===== src/rtl/core/imu_rs_pkg.sv =====
// Shared types and constants for the IMU accel-to-gyro time resampler.
// No dependencies; the interpolation unit and the top level refer to it by scoped names.

package imu_rs_pkg;

  // Number of axes carried by each sample
  localparam int unsigned AxisCount = 3;

  // Status of the shared interpolation unit, seen by the sequencer
  typedef struct packed {
    logic busy;  // unit is iterating or rounding
    logic done;  // one-cycle pulse: result_o holds a finished axis
  } iu_stat_t;

endpackage


===== src/rtl/core/imu_rs_if.sv =====
// Valid/ready channel interfaces: IMU events in, fused records out.
// Depends on nothing; widths come from the instance parameters.

interface imu_rs_evt_if #(
  parameter int unsigned TIME_BITS   = 40,
  parameter int unsigned SAMPLE_BITS = 32
);
  logic                          valid;
  logic                          ready;
  logic                          kind;
  logic        [TIME_BITS-1:0]   stamp_us;
  logic signed [SAMPLE_BITS-1:0] axis_x;
  logic signed [SAMPLE_BITS-1:0] axis_y;
  logic signed [SAMPLE_BITS-1:0] axis_z;

  modport source (output valid, kind, stamp_us, axis_x, axis_y, axis_z, input ready);
  modport sink   (input valid, kind, stamp_us, axis_x, axis_y, axis_z, output ready);
endinterface

interface imu_rs_rec_if #(
  parameter int unsigned TIME_BITS   = 40,
  parameter int unsigned SAMPLE_BITS = 32
);
  logic                          valid;
  logic                          ready;
  logic        [TIME_BITS-1:0]   fused_time_us;
  logic signed [SAMPLE_BITS-1:0] acc_x;
  logic signed [SAMPLE_BITS-1:0] acc_y;
  logic signed [SAMPLE_BITS-1:0] acc_z;
  logic signed [SAMPLE_BITS-1:0] rate_x;
  logic signed [SAMPLE_BITS-1:0] rate_y;
  logic signed [SAMPLE_BITS-1:0] rate_z;

  modport source (output valid, fused_time_us, acc_x, acc_y, acc_z, rate_x, rate_y, rate_z,
                  input ready);
  modport sink   (input valid, fused_time_us, acc_x, acc_y, acc_z, rate_x, rate_y, rate_z,
                  output ready);
endinterface


===== src/rtl/core/imu_rs_interp_unit.sv =====
// Shared interpolation unit: ap + round(|an-ap| * w / den) with the sign of an-ap.
// Uses imu_rs_pkg::iu_stat_t. One magnitude bit per cycle, then a single rounding state.

module imu_rs_interp_unit #(
  parameter int unsigned TIME_BITS   = 40,
  parameter int unsigned SAMPLE_BITS = 32
) (
  input  logic                          clk_i,
  input  logic                          rst_ni,
  input  logic                          start_i,
  input  logic signed [SAMPLE_BITS-1:0] ap_i,
  input  logic signed [SAMPLE_BITS-1:0] an_i,
  input  logic        [TIME_BITS-1:0]   w_i,
  input  logic        [TIME_BITS-1:0]   den_i,
  output imu_rs_pkg::iu_stat_t          stat_o,
  output logic signed [SAMPLE_BITS-1:0] result_o
);

  localparam int unsigned MagBits = SAMPLE_BITS + 1;
  localparam int unsigned CntBits = $clog2(MagBits);
  localparam int unsigned AccBits = TIME_BITS + 2;
  localparam int unsigned SumBits = SAMPLE_BITS + 2;
  localparam logic [CntBits-1:0] LastStep = CntBits'(MagBits - 1);

  typedef enum logic [2:0] {
    UIdle = 3'b001,
    URun  = 3'b010,
    UFin  = 3'b100
  } unit_state_e;

  unit_state_e                   state_q, state_d;
  logic        [CntBits-1:0]     cnt_q, cnt_d;
  logic                          done_q, done_d;
  logic        [MagBits-1:0]     mag_q, mag_d;
  logic                          neg_q, neg_d;
  logic signed [SAMPLE_BITS-1:0] ap_q, ap_d;
  logic        [TIME_BITS-1:0]   w_q, w_d;
  logic        [TIME_BITS-1:0]   den_q, den_d;
  logic        [TIME_BITS-1:0]   r_q, r_d;
  logic        [MagBits-1:0]     quo_q, quo_d;
  logic signed [SAMPLE_BITS-1:0] result_q, result_d;

  logic [MagBits-1:0] diff, mag_abs;
  logic [AccBits-1:0] acc2, den1, den2, rem_n;
  logic [1:0]         dig;
  logic [TIME_BITS:0] twice_r, den_e;
  logic               inc;
  logic [SumBits-1:0] qr, ap_e, sum;

  // Difference of the two samples, split into sign and magnitude
  assign diff    = {an_i[SAMPLE_BITS-1], an_i} - {ap_i[SAMPLE_BITS-1], ap_i};
  assign mag_abs = diff[MagBits-1] ? (~diff + MagBits'(1)) : diff;

  // Fused multiply-divide step: r <- 2r + bit*w, reduce by den or 2*den
  always_comb begin
    acc2 = {1'b0, r_q, 1'b0} + (mag_q[MagBits-1] ? {2'b00, w_q} : '0);
    den1 = {2'b00, den_q};
    den2 = {1'b0, den_q, 1'b0};
    if (acc2 >= den2) begin
      rem_n = acc2 - den2;
      dig   = 2'd2;
    end else if (acc2 >= den1) begin
      rem_n = acc2 - den1;
      dig   = 2'd1;
    end else begin
      rem_n = acc2;
      dig   = 2'd0;
    end
  end

  // Round to nearest, ties toward plus infinity, then apply to ap
  always_comb begin
    twice_r = {r_q, 1'b0};
    den_e   = {1'b0, den_q};
    inc     = neg_q ? (twice_r > den_e) : (twice_r >= den_e);
    qr      = {1'b0, quo_q} + SumBits'(inc);
    ap_e    = {{2{ap_q[SAMPLE_BITS-1]}}, ap_q};
    sum     = neg_q ? (ap_e - qr) : (ap_e + qr);
  end

  // Sequence load, iterate and finish
  always_comb begin
    state_d  = state_q;
    cnt_d    = cnt_q;
    done_d   = 1'b0;
    mag_d    = mag_q;
    neg_d    = neg_q;
    ap_d     = ap_q;
    w_d      = w_q;
    den_d    = den_q;
    r_d      = r_q;
    quo_d    = quo_q;
    result_d = result_q;
    case (state_q)
      UIdle: begin
        if (start_i) begin
          mag_d   = mag_abs;
          neg_d   = diff[MagBits-1];
          ap_d    = ap_i;
          w_d     = w_i;
          den_d   = den_i;
          r_d     = '0;
          quo_d   = '0;
          cnt_d   = '0;
          state_d = URun;
        end
      end
      URun: begin
        mag_d = {mag_q[MagBits-2:0], 1'b0};
        r_d   = rem_n[TIME_BITS-1:0];
        quo_d = {quo_q[MagBits-2:0], 1'b0} + MagBits'(dig);
        cnt_d = cnt_q + CntBits'(1);
        if (cnt_q == LastStep) begin
          state_d = UFin;
        end
      end
      UFin: begin
        result_d = sum[SAMPLE_BITS-1:0];
        done_d   = 1'b1;
        state_d  = UIdle;
      end
      default: begin
        state_d = UIdle;
      end
    endcase
  end

  always_ff @(posedge clk_i or negedge rst_ni) begin
    if (!rst_ni) begin
      state_q <= UIdle;
      cnt_q   <= '0;
      done_q  <= 1'b0;
    end else begin
      state_q <= state_d;
      cnt_q   <= cnt_d;
      done_q  <= done_d;
    end
  end

  // Datapath registers need no reset
  always_ff @(posedge clk_i) begin
    mag_q    <= mag_d;
    neg_q    <= neg_d;
    ap_q     <= ap_d;
    w_q      <= w_d;
    den_q    <= den_d;
    r_q      <= r_d;
    quo_q    <= quo_d;
    result_q <= result_d;
  end

  assign stat_o.busy = (state_q != UIdle);
  assign stat_o.done = done_q;
  assign result_o    = result_q;

endmodule


===== src/rtl/core/imu_accel_to_gyro_time_resampler.sv =====
// Top level of the IMU accel-to-gyro time resampler: event decode, sample state,
// axis sequencer and output register. Uses imu_rs_pkg, imu_rs_if.sv, imu_rs_interp_unit.
//
//   channel | dir | handshake   | payload
//   evt_i   | in  | valid/ready | kind, stamp_us, axis_x/y/z
//   rec_o   | out | valid/ready | fused_time_us, acc_x/y/z, rate_x/y/z
//
// A gyro event, or an accel event that makes no record, is handled in the idle state.
// An accel event that makes a record goes through start and run for each axis, then push:
// the one interpolation unit resolves one magnitude bit per cycle, axis after axis.
// Reset clears all sample state and the output valid flag at once; no clearing pass.
// A stalled record waits in the output register while further events are taken;
// a new record waits in its push state until that register is free.

module imu_accel_to_gyro_time_resampler #(
  parameter int unsigned TIME_BITS   = 40,
  parameter int unsigned SAMPLE_BITS = 32
) (
  input  logic         clk_i,
  input  logic         rst_ni,
  imu_rs_evt_if.sink   evt_i,
  imu_rs_rec_if.source rec_o
);

  localparam int unsigned Axes = imu_rs_pkg::AxisCount;
  localparam logic [1:0] LastAxis = 2'(Axes - 1);
  localparam logic KindAccel = 1'b0;
  localparam logic KindGyro  = 1'b1;

  typedef enum logic [3:0] {
    StIdle  = 4'b0001,
    StStart = 4'b0010,
    StRun   = 4'b0100,
    StPush  = 4'b1000
  } seq_state_e;

  typedef logic signed [SAMPLE_BITS-1:0] sample_t;

  seq_state_e           state_q, state_d;
  logic [1:0]           idx_q, idx_d;
  logic [TIME_BITS-1:0] gyro_q, gyro_d;
  logic [TIME_BITS-1:0] accel_q, accel_d;
  logic [TIME_BITS-1:0] t_new_q, t_new_d;
  logic [TIME_BITS-1:0] w_q, w_d;
  logic [TIME_BITS-1:0] den_q, den_d;
  sample_t              prev_q [Axes];
  sample_t              prev_d [Axes];
  sample_t              rate_q [Axes];
  sample_t              rate_d [Axes];
  sample_t              new_q  [Axes];
  sample_t              new_d  [Axes];
  sample_t              res_q  [Axes];
  sample_t              res_d  [Axes];
  sample_t              axes_in [Axes];

  logic                 out_valid_q, out_valid_d;
  logic [TIME_BITS-1:0] out_time_q, out_time_d;
  sample_t              out_acc_q  [Axes];
  sample_t              out_acc_d  [Axes];
  sample_t              out_rate_q [Axes];
  sample_t              out_rate_d [Axes];

  logic                 in_xfer;
  logic                 fuse;
  logic                 out_free;
  logic                 start;
  imu_rs_pkg::iu_stat_t iu_stat;
  sample_t              iu_result;

  assign axes_in[0] = evt_i.axis_x;
  assign axes_in[1] = evt_i.axis_y;
  assign axes_in[2] = evt_i.axis_z;

  assign evt_i.ready = (state_q == StIdle);
  assign in_xfer     = evt_i.valid && evt_i.ready;
  assign out_free    = !out_valid_q || rec_o.ready;

  // Record needed: gyro seen, accel at or after it, held accel older than it
  assign fuse = (evt_i.kind == KindAccel) && (gyro_q != '0) &&
                (evt_i.stamp_us >= gyro_q) && (accel_q < gyro_q);

  // Decode events, step through the three axes and push the record
  always_comb begin
    state_d     = state_q;
    idx_d       = idx_q;
    gyro_d      = gyro_q;
    accel_d     = accel_q;
    t_new_d     = t_new_q;
    w_d         = w_q;
    den_d       = den_q;
    prev_d      = prev_q;
    rate_d      = rate_q;
    new_d       = new_q;
    res_d       = res_q;
    out_valid_d = out_valid_q && !rec_o.ready;
    out_time_d  = out_time_q;
    out_acc_d   = out_acc_q;
    out_rate_d  = out_rate_q;
    start       = 1'b0;
    case (state_q)
      StIdle: begin
        if (in_xfer) begin
          if (evt_i.kind == KindGyro) begin
            gyro_d = evt_i.stamp_us;
            rate_d = axes_in;
          end else if (fuse) begin
            new_d   = axes_in;
            t_new_d = evt_i.stamp_us;
            w_d     = gyro_q - accel_q;
            den_d   = evt_i.stamp_us - accel_q;
            idx_d   = '0;
            state_d = StStart;
          end else begin
            accel_d = evt_i.stamp_us;
            prev_d  = axes_in;
          end
        end
      end
      StStart: begin
        start   = 1'b1;
        state_d = StRun;
      end
      StRun: begin
        if (iu_stat.done) begin
          res_d[idx_q] = iu_result;
          if (idx_q == LastAxis) begin
            state_d = StPush;
          end else begin
            idx_d   = idx_q + 2'd1;
            state_d = StStart;
          end
        end
      end
      StPush: begin
        // Load the record once the output register frees, then commit the accel
        if (out_free) begin
          out_valid_d = 1'b1;
          out_time_d  = gyro_q;
          out_acc_d   = res_q;
          out_rate_d  = rate_q;
          prev_d      = new_q;
          accel_d     = t_new_q;
          state_d     = StIdle;
        end
      end
      default: begin
        state_d = StIdle;
      end
    endcase
  end

  always_ff @(posedge clk_i or negedge rst_ni) begin
    if (!rst_ni) begin
      state_q     <= StIdle;
      idx_q       <= '0;
      gyro_q      <= '0;
      accel_q     <= '0;
      out_valid_q <= 1'b0;
      for (int i = 0; i < Axes; i++) begin
        prev_q[i] <= '0;
        rate_q[i] <= '0;
      end
    end else begin
      state_q     <= state_d;
      idx_q       <= idx_d;
      gyro_q      <= gyro_d;
      accel_q     <= accel_d;
      out_valid_q <= out_valid_d;
      prev_q      <= prev_d;
      rate_q      <= rate_d;
    end
  end

  // Working and output payload registers need no reset
  always_ff @(posedge clk_i) begin
    t_new_q    <= t_new_d;
    w_q        <= w_d;
    den_q      <= den_d;
    new_q      <= new_d;
    res_q      <= res_d;
    out_time_q <= out_time_d;
    out_acc_q  <= out_acc_d;
    out_rate_q <= out_rate_d;
  end

  imu_rs_interp_unit #(
    .TIME_BITS  (TIME_BITS),
    .SAMPLE_BITS(SAMPLE_BITS)
  ) u_interp (
    .clk_i   (clk_i),
    .rst_ni  (rst_ni),
    .start_i (start),
    .ap_i    (prev_q[idx_q]),
    .an_i    (new_q[idx_q]),
    .w_i     (w_q),
    .den_i   (den_q),
    .stat_o  (iu_stat),
    .result_o(iu_result)
  );

  assign rec_o.valid         = out_valid_q;
  assign rec_o.fused_time_us = out_time_q;
  assign rec_o.acc_x         = out_acc_q[0];
  assign rec_o.acc_y         = out_acc_q[1];
  assign rec_o.acc_z         = out_acc_q[2];
  assign rec_o.rate_x        = out_rate_q[0];
  assign rec_o.rate_y        = out_rate_q[1];
  assign rec_o.rate_z        = out_rate_q[2];

  // A unit result only arrives while the sequencer waits for it
  a_done_in_run: assert property (@(posedge clk_i) disable iff (!rst_ni)
    iu_stat.done |-> (state_q == StRun))
    else $error("interpolation result outside run state");

  // The unit is never started while still busy
  a_start_idle: assert property (@(posedge clk_i) disable iff (!rst_ni)
    start |-> !iu_stat.busy)
    else $error("interpolation unit started while busy");

  // Leaving the push state always presents a record
  a_push_loads: assert property (@(posedge clk_i) disable iff (!rst_ni)
    (state_q == StPush && out_free) |=> (rec_o.valid && state_q == StIdle))
    else $error("push did not load the output register");

  // A record is only ever aligned to a real gyro time
  a_time_nonzero: assert property (@(posedge clk_i) disable iff (!rst_ni)
    rec_o.valid |-> (rec_o.fused_time_us != '0))
    else $error("record with zero gyro time");

endmodule


===== src/flat_wrapper.sv =====
// flat-port wrapper written by rule: the top's interface ports become plain ports
module imu_accel_to_gyro_time_resampler_flat 
#(
  parameter int unsigned TIME_BITS   = 40,
  parameter int unsigned SAMPLE_BITS = 32
)
  (clk_i, rst_ni, evt_i_valid, evt_i_kind, evt_i_stamp_us, evt_i_axis_x, evt_i_axis_y, evt_i_axis_z, evt_i_ready, rec_o_valid, rec_o_fused_time_us, rec_o_acc_x, rec_o_acc_y, rec_o_acc_z, rec_o_rate_x, rec_o_rate_y, rec_o_rate_z, rec_o_ready);
  imu_rs_evt_if #(.TIME_BITS(TIME_BITS), .SAMPLE_BITS(SAMPLE_BITS)) evt_i_i ();
  imu_rs_rec_if #(.TIME_BITS(TIME_BITS), .SAMPLE_BITS(SAMPLE_BITS)) rec_o_i ();
  input  logic clk_i;
  input  logic rst_ni;
  input wire logic [$bits(evt_i_i.valid)-1:0] evt_i_valid;
  input wire logic [$bits(evt_i_i.kind)-1:0] evt_i_kind;
  input wire logic [$bits(evt_i_i.stamp_us)-1:0] evt_i_stamp_us;
  input wire logic [$bits(evt_i_i.axis_x)-1:0] evt_i_axis_x;
  input wire logic [$bits(evt_i_i.axis_y)-1:0] evt_i_axis_y;
  input wire logic [$bits(evt_i_i.axis_z)-1:0] evt_i_axis_z;
  output wire logic [$bits(evt_i_i.ready)-1:0] evt_i_ready;
  output wire logic [$bits(rec_o_i.valid)-1:0] rec_o_valid;
  output wire logic [$bits(rec_o_i.fused_time_us)-1:0] rec_o_fused_time_us;
  output wire logic [$bits(rec_o_i.acc_x)-1:0] rec_o_acc_x;
  output wire logic [$bits(rec_o_i.acc_y)-1:0] rec_o_acc_y;
  output wire logic [$bits(rec_o_i.acc_z)-1:0] rec_o_acc_z;
  output wire logic [$bits(rec_o_i.rate_x)-1:0] rec_o_rate_x;
  output wire logic [$bits(rec_o_i.rate_y)-1:0] rec_o_rate_y;
  output wire logic [$bits(rec_o_i.rate_z)-1:0] rec_o_rate_z;
  input wire logic [$bits(rec_o_i.ready)-1:0] rec_o_ready;
  assign evt_i_i.valid = evt_i_valid;
  assign evt_i_i.kind = evt_i_kind;
  assign evt_i_i.stamp_us = evt_i_stamp_us;
  assign evt_i_i.axis_x = evt_i_axis_x;
  assign evt_i_i.axis_y = evt_i_axis_y;
  assign evt_i_i.axis_z = evt_i_axis_z;
  assign evt_i_ready = evt_i_i.ready;
  assign rec_o_valid = rec_o_i.valid;
  assign rec_o_fused_time_us = rec_o_i.fused_time_us;
  assign rec_o_acc_x = rec_o_i.acc_x;
  assign rec_o_acc_y = rec_o_i.acc_y;
  assign rec_o_acc_z = rec_o_i.acc_z;
  assign rec_o_rate_x = rec_o_i.rate_x;
  assign rec_o_rate_y = rec_o_i.rate_y;
  assign rec_o_rate_z = rec_o_i.rate_z;
  assign rec_o_i.ready = rec_o_ready;
  imu_accel_to_gyro_time_resampler #(.TIME_BITS(TIME_BITS), .SAMPLE_BITS(SAMPLE_BITS)) u_core (.clk_i(clk_i), .rst_ni(rst_ni), .evt_i(evt_i_i), .rec_o(rec_o_i));
endmodule

===== config.mk =====
export PLATFORM = sky130hd
export DESIGN_NAME = imu_accel_to_gyro_time_resampler_flat
export DESIGN_NICKNAME = d
export VERILOG_FILES = /design/src/rtl/core/imu_rs_pkg.sv /design/src/rtl/core/imu_rs_if.sv /design/src/rtl/core/imu_rs_interp_unit.sv /design/src/rtl/core/imu_accel_to_gyro_time_resampler.sv /design/src/flat_wrapper.sv
export SDC_FILE = /design/constraint.sdc
export NUM_CORES = 2
export LEC_CHECK = 0
export BUFFER_PORTS_ARGS = -buffer_cell sky130_fd_sc_hd__buf_2
export CAP_MARGIN = 20
export CORE_AREA = 5 5 415 417
export CTS_BUF_LIST = sky130_fd_sc_hd__clkbuf_8 sky130_fd_sc_hd__clkbuf_16
export CTS_CLUSTER_DIAMETER = 100
export CTS_CLUSTER_SIZE = 10
export DETAILED_ROUTE_END_ITERATION = 8
export DIE_AREA = 0 0 420 422
export GPL_ROUTABILITY_DRIVEN = 0
export PLACE_DENSITY = 0.56
export RECOVER_POWER = 100
export SLEW_MARGIN = 20
export SYNTH_ARGS = -nofsm -noshare
export SYNTH_HDL_FRONTEND = slang
export SYNTH_HIERARCHICAL = 1
export SYNTH_SLANG_ARGS = --single-unit

===== constraint.sdc =====
create_clock -name clk_i -period 14.7 [get_ports clk_i]
set_input_delay 4.41 -clock clk_i [delete_from_list [all_inputs] [get_ports clk_i]]
set_output_delay 4.41 -clock clk_i [all_outputs]
set_load 0.05 [all_outputs]

==> qor.yml <==
status: "finished with violations"
violations: "max-capacitance violations, max-slew violations"
area_growth_pct: 12.4
grt.total_usage: 0.176
fin_tns_setup_ns: 0
h-tree-depth: 3
antenna_found_initial: 13
setup_viol: 0
cts_tree: "built"
final_util: 0.389
port_buffers: 374
crit_type: "in2reg"
hold_path_class: "reg2reg"
worst_slew_pin_slew_ns: 6.57
hold_viol_final: 0
finalWirelength_mm: 160
cts_setup_buffers: 0
grt_pass1_wl_mm: 244
via_per_inst: 5.25
timing.final.crit_period_ns: 11.30
syn_area_per_cell_um2: 11.4
intPower_uw: 7340
max_freq_mhz: 88.5
power.switching_uw: 4290
ff2ff_setup_slack_ns: 5.13
cts.repair.resized: 0
dp.cells: 7543
hold_buffers: 0
ant_nets: 0
cts-root-buf: "clkbuf_16"
rows: 151
worstPathRequired_ns: 14.76
yosys_warnings: 6
core_um2: 168000
grt_setup_unrepaired: "no"
vias: 40800
drt-initial-drc-count: 3437
cp-end-kind: "flip-flop"
powerDensity_nw_per_um2: 177
p_total_uw: 11600
critPathMaxFanout: 75
fp.dieH_um: 422
grt_pass1_vias: 39900
clkSinkCount: 1083
avgRoutedWirePerCell_um: 20.6
cts_buffers: 121
seqPwrFrac: 0.356
fin_nets: 5948
overflow: 0
io_pins: 375
stdcell_count: 7782
synth.cell_area_um2: 58300
clkTransAtPathRegs_ns: 0.06
cellLeakagePower_uw: 0.0251
dpl.hpwl_mm: 117
dieArea_um2: 177000
period_share: 0.769
reg2reg_depth: 23
hold_depth: 0
drive_gt1_frac: 0.0815
whs_ns: 0.361
fin_worst_skew_ns: 0.0664
clockPowerShare: 0.237
synth_nets: 5601
peakVddDrop_mv: 0.151
insertion_delay_ns: 0.76
maxCapViolations: 23
min_to: "u_core/rec_o.acc_x[0]$_DFFE_PP_"
slew_headroom: -3.38
pwr-share-comb: 0.407
drtPass1Iterations: 6
grt_max_degree: 146
fp.dieW_um: 420
drv_slew: 1160
cp-start-kind: "primary input"
rr_endpoint: "u_core/u_interp/r_q[0]$_SDFFCE_PN0P_"
drc: 0
clockBufferDepth: 3
swShare: 0.369
synth_cells: 5102
initial_core_util: 0.346
crit_arrival_ns: 11.36
regToRegStartpoint: "u_core/u_interp/mag_q[32]$_DFFE_PP_"
hold_start: "u_core/res_q[64]$_DFFE_PP_"
## metrics by stage
stage / cell area (um2) / setup slack (ns)
after floorplan: 58300 / 3.67
after global placement: 62500 / 5.87
after detailed placement: 62500 / 5.77
after CTS: 66100 / 6.10
after global routing: 65500 / 2.95
final: 65500 / 3.40
## worst max-delay path: stages
cell and delay, ns:
clkbuf_1 0.44, inv_1 0.20, ha_1 0.33, nor2b_1 0.11, o21ai_0 0.09, a21oi_1 0.22
o21ai_0 0.14, a31oi_1 0.49, o21ai_0 0.32, nand4b_1 0.24, clkinvlp_2 2.50, clkbuf_2 1.77
## power groups by stage
| stage | clock (uW) | combinational [uW] | sequential [uW] |
|---|---|---|---|
| 2_1_floorplan | 0 | 3580 | 4070 |
| 3_3_place_gp | 0 | 4630 | 4180 |
| 3_5_place_dp | 0 | 4690 | 4190 |
| 4_1_cts | 2860 | 4720 | 4130 |
| 5_1_grt | 2990 | 5190 | 4170 |
| 6_report | 2760 | 4730 | 4130 |
## area by class of cell
type                    instances  area (um2)
fillers                     16400      103000
flip-flops and latches       1083       31100
multi-input cells            3574       25400
clock buffers                 123        3080
well taps                    2218        2780
repair buffers                414        1650
inverters                     255         961
clock inverters               107         556
diodes                          8        20.0
## per-layer routing
| metal | share of wire | GRT usage |
|---|---|---|
| met2 | 0.45 | 0.274 |
| met3 | 0.050 | 0.0249 |
| met4 | 0.033 | 0.0596 |
| met1 | 0.47 | 0.251 |
| met5 | 0 | 0 |
## registers in the layout, summed over array words and instances (netlist names), 96 cells and up
signal         flops
u_core/prev_q     96
u_core/rate_q     96
u_core/new_q      96
u_core/res_q      96
## worst max path at each step
stage	start	endpoint	slack (ns)	cells past startpoint
floorplan	rec_o_ready	u_core/rec_o.acc_x[0]$_DFFE_PP_	3.67	2
global placement	evt_i_stamp_us[21]	u_core/prev_q[35]$_DFFE_PN0P_	5.87	12
detailed placement	evt_i_stamp_us[21]	u_core/prev_q[67]$_DFFE_PN0P_	5.77	12
CTS	u_core/u_interp/mag_q[32]$_DFFE_PP_	u_core/u_interp/quo_q[31]$_SDFFCE_PN0P_	6.10	30
global route	evt_i_stamp_us[0]	u_core/new_q[38]$_DFFE_PP_	2.95	12
finish	evt_i_stamp_us[0]	u_core/new_q[68]$_DFFE_PP_	3.40	12
## placed cells by master (no fill, tap or decap), types with 26 or more instances in the layout
master and count:
mux2i_1 164, xnor2_1 207, xor2_1 114, edfxtp_1 794, nand2_1 555, and3_1 47, a21o_1 140, nand4_1 68
nor2b_1 33, a211oi_1 49, a31oi_1 54, nor2_1 283, ha_1 351, mux2_2 241, nor3_1 67, o21ai_0 224
a21oi_1 321, o21bai_1 32, o22ai_1 40, o211ai_1 29, o21a_1 48, and2_1 64, inv_1 348, nor4_1 26
dfrtp_1 286, clkbuf_1 396, o31ai_1 26, nand2b_1 29, clkbuf_16 123, nand3_1 74
Power figures use the tool's default switching activity.
